<file path="src/rtl/assert_macros.svh">
// ---------------------------------------------------------------------------
// Assertion macros
// Clocked concurrent assertion helpers used by the RTL files.
// ---------------------------------------------------------------------------
`ifndef ASSERT_MACROS_SVH
`define ASSERT_MACROS_SVH
`ifndef ASSERT_OFF
`define ASSERT_PROP(label, prop, msg) \
    label: assert property (@(posedge clk) disable iff (!rst_n) (prop)) else $error(msg);
`define ASSERT_NEVER(label, cond, msg) \
    label: assert property (@(posedge clk) disable iff (!rst_n) !(cond)) else $error(msg);
`else
`define ASSERT_PROP(label, prop, msg)
`define ASSERT_NEVER(label, cond, msg)
`endif
`endif

</file>
<file path="src/rtl/asl_ram.sv">
// ---------------------------------------------------------------------------
// asl_ram
// Generic single-port synchronous RAM with a registered read.
// ---------------------------------------------------------------------------
module asl_ram #(
    parameter int WIDTH = 8,
    parameter int DEPTH = 16
) (
    input  logic                     clk,
    input  logic                     we,
    input  logic [$clog2(DEPTH)-1:0] addr,
    input  logic [WIDTH-1:0]         wdata,
    output logic [WIDTH-1:0]         rdata
);

    logic [WIDTH-1:0] mem [DEPTH];

    always_ff @(posedge clk)
    begin
        if (we)
        begin
            mem[addr] <= wdata;
        end
        rdata <= mem[addr];
    end

endmodule

</file>
<file path="config.mk">
export PLATFORM = sky130hd
export DESIGN_NAME = asl_ram
export DESIGN_NICKNAME = d
export VERILOG_FILES = /design/src/rtl/assert_macros.svh /design/src/rtl/asl_ram.sv
export SDC_FILE = /design/constraint.sdc
export NUM_CORES = 1
export LEC_CHECK = 0
export BUFFER_PORTS_ARGS = -buffer_cell sky130_fd_sc_hd__buf_4
export CAP_MARGIN = 30
export CORE_MARGIN = 2
export CORE_UTILIZATION = 40
export CTS_CLUSTER_DIAMETER = 80
export DETAILED_ROUTE_END_ITERATION = 16
export GPL_ROUTABILITY_DRIVEN = 0
export HOLD_SLACK_MARGIN = 0.15
export PLACE_DENSITY_LB_ADDON = 0.12
export SETUP_SLACK_MARGIN = 0.5
export SLEW_MARGIN = 25
export SYNTH_ARGS = -nofsm -noshare
export SYNTH_HDL_FRONTEND = slang
export SYNTH_SLANG_ARGS = --single-unit
</file>
<file path="constraint.sdc">
create_clock -name clk -period 1.5 [get_ports clk]
set_input_delay 0.15 -clock clk [delete_from_list [all_inputs] [get_ports clk]]
set_output_delay 0.15 -clock clk [all_outputs]
set_load 0.02 [all_outputs]
</file>
### After elaboration in Yosys (flattened, before gate mapping)

Memory sizes are Yosys's and may differ from the RTL's. A register that Yosys moved wholly into a read port is not among the register bits.
Cells that the tools add are included.

* mux-type cells: 2

Operators by type and width (count)
* 1-bit 2-to-1 mux: 2

* bits in registers: 0
* RAM bits: 128
* input bits: 14
* output and inout bits: 8
* memories kept: 1

Memories
* mem: depth 16, bits a word 8, read ports 1, clocked after memory_dff 1, wr ports 1, line asl_ram.sv:16 `logic [WIDTH-1:0] mem [DEPTH];`

### Depth between registers and ports, before layout

Gate-level depths: netlist (run 1).

* word-level depth: 2
* gate-level depth with buffers: 5
* depth with buffers taken out: 3

### Worst setup path before layout (run 1)

No wires, ideal clock.

* path kind: input to register
* start point: input port addr[2]
* end point: memory mem[0][0], enable pin
* setup time: 0.383 ns
* data arrival time: 1.260 ns
* required time: 1.117 ns
* setup slack: -0.143 ns
* cell stages on the path: 2
* cells stage by stage: or3b_2 nor3_1

RTL lines
* from (decl): line asl_ram.sv:11 `input logic [$clog2(DEPTH)-1:0] addr,`
* to (decl): line asl_ram.sv:16

No word-level cell before the write port.

==> results of run 1 <==
[layer usage]
metal / wire (µm) / up-vias / GRT usage / part of all wire
met5: 0 / - / 0 / 0
met4: 131 / 0 / 0.0635 / 0.013
met3: 357 / 11 / 0.0550 / 0.036
met2: 4810 / 42 / 0.257 / 0.48
met1: 4670 / 1259 / 0.231 / 0.47
li1: - / 1122 / - / -
[layout make-up]
| type | instances | area share |
|---|---|---|
| Clock inverter | 12 | 0.0218 |
| Multi-Input combinational cell | 83 | 0.177 |
| Clock buffer | 20 | 0.0669 |
| Timing Repair Buffer | 67 | 0.114 |
| Sequential cell | 136 | 0.588 |
| Tap cell | 172 | 0.0315 |
[power by group]
part / internal [W] / switching (W) / leakage [nW]
Combinational: 0.000300 / 0.000305 / 0.748
Sequential: 0.00425 / 0.0000270 / 1.22
Clock: 0.00269 / 0.00153 / 0.288
[registers in the layout, summed over array words and instances, names as in the netlist]
name,flops
mem,128
rdata,8
[cells in the mapped netlist (2+ instances only)]
library cell	number
edfxtp_1	128
mux4_2	32
a22oi_1	16
nor2_1	13
nand2_1	9
dfxtp_1	8
buf_1	4
nor3_1	4
buf_2	2
buf_6	2
clkbuf_1	2
nand2b_1	2
nand3b_1	2
nor2b_1	2
[critical path: stages (launching register included)]
cell and delay [ns]:
edfxtp_1 0.36, mux4_2 0.48, a22oi_2 0.21, nand2_1 0.10
[final timing paths]
kind,end,depth (start not counted)
max,rdata[3],3
min reg2reg,rdata[6],3
min,mem[2][3],3
max reg2reg,rdata[3],3
[through the flow]
step / area, µm² / setup TNS, ns / total power, W
final: 6820 / 0 / 0.00911
after global routing: 6820 / 0 / 0.00940
after CTS: 6770 / 0 / 0.00920
after detailed placement: 5970 / -0.424 / 0.00491
after global placement: 5970 / -0.495 / 0.00490
after floorplan: 5290 / 0 / 0.00465
[what timing repair did]
item	CTS	global route
resized for setup	21	7
pin swaps	11	5
setup buffers	4	2
endpoints found under the hold margin	128	0
hold buffers	8	0
endpoints found under the setup margin	40	101
[cell families after synthesis]
| group | count (synthesis) |
|---|---|
| muxes | 32 |
| buffers and inverters | 11 |
| AOI/OAI and AO/OA | 16 |
| and+or+nand+nor | 35 |
| DFF | 136 |
==> flow_summary_export.csv, run 1 <==
group,metric,value,unit
layout,regArea,0.00401,mm²
placement,dpl_worst_slack,-0.0930,ns
global_routing,grt_first_pass_wirelength,15600,µm
logic_synthesis,synth_fa_ha_area_frac,0,
timing,finalSetupViolCount,0,
clocking,clock-sinks,136,
timing,max-slew-margin-rel,0.446,
routing,firstDrtPassIters,4,
logic_synthesis,synth-edff-count,128,
timing,hold_viol,0,
setup_path,required,1.80,ns
setup_path,startpoint_type,"flip-flop",
routing,drt-total-wl,9970,µm
placement,portBuffers,21,
setup_path,reg2reg_setup_slack,0.22,ns
routing,drt_iter0_drc,175,
timing,fin_ws,0.220,ns
logic_synthesis,synth_top_area_cell,"edfxtp_1",
placement,place_hpwl,6550,µm
floorplan,die_height,117,µm
routing,final_antenna_net_count,0,
job,drv_cap,0,
logic_synthesis,syn_area,0.00507,mm²
global_routing,gr-total-overflow,0,
global_routing,grt.total_usage,0.169,
setup_path,worstPathArrival,1.58,ns
layout,nNetsFinal,319,
timing,drv_slew,0,
floorplan,fp.dieW,117,µm
layout,num_antenna_cells,0,
clocking,cts_max_path_buffers,2,
logic_synthesis,async_reset_ff_frac,0,
clocking,cts_tree,"yes",
setup_path,crit_path_end_kind,"flip-flop",
outcome,status,"completed",
logic_synthesis,synth-xor-area-share,0,
routing,vias,2434,
timing,worst_slew_pin_slew,0.829,ns
timing,fin_crit_sh,0.853,
layout,syn_to_final_growth,34.7,%
logic_synthesis,synth_seq_cells,136,
global_routing,grt_max_degree,30,
placement,dpl.cell_count,444,
logic_synthesis,synth_area_leaders,"edfxtp_1, mux4_2, dfxtp_1",
pwr,p_per_area,1330,mW/mm²
clocking,clk_pin_slew,0.05,ns
clocking,clock_latency,0.43,ns
layout,multiInputGateArea,0.00121,mm²
logic_synthesis,synth-seq-area-share,0.790,
layout,final_cell_mix,"edfxtp_1, mux4_2, buf_4",
logic_synthesis,synth_top_family_by_area,"multiplexers",
layout,drive_gt1_frac,0.500,
worst_hold_path,hold_path.class,"in -> reg",
timing,period_minus_slack,1.28,ns
setup_path,worstSetupStartpoint,"mem[3][3]",
global_routing,antenna_found_initial,0,
floorplan,initial_utilization,0.405,
clocking,numCtsBuffers,17,
floorplan,rows,41,
floorplan,ios,22,
layout,final_cell_count_no_fill,490,
logic_synthesis,ys.flop_type,"edfxtp_1",
layout,final_common_cell,"edfxtp_1",
routing,wl_per_cell,20.3,µm
setup_path,regToRegStartpoint,"mem[3][3]",
worst_hold_path,hold_start,"addr[2]",
logic_synthesis,synth_mux_area_frac,0.142,
floorplan,die-area,0.0136,mm²
timing,timing.hold.ws,0.306,ns
logic_synthesis,syn_inst,230,
logic_synthesis,syn_avg_cell_area,22.0,µm²
logic_synthesis,ys_warn_count,0,
global_routing,grt_pass1_vias,2555,
floorplan,coreArea,0.0125,mm²
timing,rsz0062_at_grt,"yes",
routing,vias_per_cell,4.97,
layout,fillers,1013,
timing,clock_skew,0.00796,ns
pwr,leakagePower,2.26,nW
timing,fmax,781,MHz
logic_synthesis,yosysTopAreaCellShare,0.759,
logic_synthesis,synth_compound_area_frac,0.0237,
clocking,root_buffer,"clkbuf_16",
logic_synthesis,syn_nets,244,
layout,fin_util,0.545,
logic_synthesis,synth_simple_gate_area_share,0.0321,
setup_path,critPathMaxFanout,1,
logic_synthesis,synth.distinct_cells,18,
pwr,ir_drop,0.838,mV
clocking,htree_levels,4,
routing,drc,0,
setup_path,path_class,"reg -> reg",
Note: power is estimated with default switching activity, not from simulation.
==> run 2, diff against run 1 <==
- CELL_PAD_IN_SITES_DETAIL_PLACEMENT: not set -> 0
- CELL_PAD_IN_SITES_GLOBAL_PLACEMENT: not set -> 1
- SETUP_SLACK_MARGIN: 0.5 -> not set
==> run 2 against run 1 <==
Non-clock buffer count down 7. Routed wire length rose by 1.4%. Final cell count shrank 1.4%. Critical path type unchanged.
==> flow_summary_export.csv, run 2 (synthesized netlist as in run 1, its figures left out) <==
group,metric,value,unit
outcome,status,"completed",
clocking,holdBufCountCts,8,
setup_path,crit_path_end_kind,"flip-flop",
layout,final_cell_mix,"edfxtp_1, buf_4, mux4_2",
routing,vias,2451,
floorplan,fp.dieW,117,µm
clocking,clk_pin_slew,0.05,ns
routing,drt-total-wl,10100,µm
setup_path,startpoint_type,"flip-flop",
timing,fmax,721,MHz
setup_path,required,1.78,ns
global_routing,grt_first_pass_wirelength,15400,µm
routing,firstDrtPassIters,4,
placement,portBuffers,21,
floorplan,initial_utilization,0.405,
global_routing,grt_max_degree,22,
setup_path,path_class,"reg -> reg",
pwr,clkPwrFrac,0.476,
layout,syn_to_final_growth,25.0,%
layout,nNetsFinal,312,
floorplan,die-area,0.0136,mm²
pwr,leakagePower,2.13,nW
placement,place_hpwl,6930,µm
pwr,seqPwrFrac,0.471,
clocking,cts-resized-gates,0,
routing,final_antenna_net_count,0,
placement,dpl_cell_area,0.00564,mm²
layout,top_register,"mem",
timing,max-slew-margin-rel,0.356,
timing,fin_crit_sh,0.924,
placement,dpl_worst_slack,-0.186,ns
clocking,clock_latency,0.41,ns
clocking,numCtsBuffers,17,
timing,timing.hold.ws,0.278,ns
layout,num_antenna_cells,0,
setup_path,critPathMaxFanout,1,
worst_hold_path,min_path_cells,4,
worst_hold_path,hold_path.class,"in -> reg",
pwr,swShare,0.187,
routing,drt_iter0_drc,199,
timing,hold_viol,0,
timing,clock_skew,0.00526,ns
timing,drv_slew,0,
layout,final_common_cell,"edfxtp_1",
pwr,p_per_area,1430,mW/mm²
setup_path,ff2ff_path_depth,3,
routing,vias_per_cell,5.07,
floorplan,rows,41,
routing,wl_per_cell,20.9,µm
clocking,cts_max_path_buffers,2,
pwr,p_comb_frac,0.054,
floorplan,ios,22,
clocking,htree_levels,4,
layout,top_regs,"mem (128), rdata (8)",
pwr,power_switching,0.00170,W
timing,rsz0062_at_grt,"no",
clocking,root_buffer,"clkbuf_16",
pwr,power,0.00909,W
clocking,cts_tree,"yes",
layout,design_area,0.00633,mm²
timing,fin_ws,0.114,ns
layout,largest_reg_flops,128,
global_routing,grt_pass1_vias,2564,
timing,worst_slew_pin_slew,0.962,ns
setup_path,worstPathArrival,1.66,ns
floorplan,die_height,117,µm
timing,period_minus_slack,1.39,ns
job,drv_cap,0,
floorplan,coreArea,0.0125,mm²
global_routing,grt.total_usage,0.169,
global_routing,gr-total-overflow,0,
layout,drive_gt1_frac,0.363,
clocking,post-cts-setup-buffer-count,0,
pwr,ir_drop,1.03,mV
global_routing,antenna_found_initial,0,
pwr,p_int,0.00739,W
clocking,clock-sinks,136,
routing,drc,0,
timing,finalSetupViolCount,0,
## run 2: changes by cell type in the layout (fill, tap and decap cells not counted), moves of 4 or more
cell,before,now
nor2_1,1,11
clkinvlp_4,4,0
nor2_4,12,0
dfxtp_2,8,0
buf_12,17,1
clkinv_1,0,4
buf_4,30,51
a22oi_2,8,0
dfxtp_1,0,8
buf_6,12,0
nor3_4,4,0
a22oi_1,8,16
## run 2: final cells by class
type | instances | area, µm²
tap | 172 | 215
sequential | 136 | 4000
timing repair buffer | 60 | 483
clock buffer | 20 | 437
clock inverter | 12 | 180
multi-input combinational | 83 | 1010
fill | 1045 | 6180
## run 2: final timing paths
| path | startpoint | slack [ns] | end |
|---|---|---|---|
| hold / removal | addr[0] | 0.28 | rdata[4] |
| setup reg to reg | mem[3][1] | 0.11 | rdata[1] |
| setup / recovery | mem[3][1] | 0.11 | rdata[1] |
| hold reg to reg | mem[14][2] | 0.67 | rdata[2] |
## run 2: power groups by stage
stage          Clock [W]  Sequential (W)  Combinational, W
3_5_place_dp           0         0.00436          0.000481
2_1_floorplan          0         0.00438          0.000221
4_1_cts          0.00440         0.00428          0.000499
3_3_place_gp           0         0.00436          0.000479
5_1_grt          0.00457         0.00428          0.000532
6_report         0.00432         0.00428          0.000488
## run 2: metrics by stage
step | TNS (ns) | util | instances
2_1_floorplan | -7.03 | - | 230
3_3_place_gp | -2.61 | 0.450 | 443
3_5_place_dp | -2.95 | 0.450 | 443
4_1_cts | 0 | 0.506 | 483
5_1_grt | 0 | 0.506 | 483
6_report | 0 | 0.506 | 483
## run 2: worst max-delay path, stage by stage (launching register included)
cell and delay (ns):
edfxtp_1 0.36, mux4_2 0.47, a22oi_1 0.30, nand2_1 0.13
## run 2: layer usage
layer | GRT usage | routed length [µm]
met5 | 0 | 0
met4 | 0.0729 | 123
met3 | 0.0467 | 444
met2 | 0.268 | 5080
met1 | 0.220 | 4460
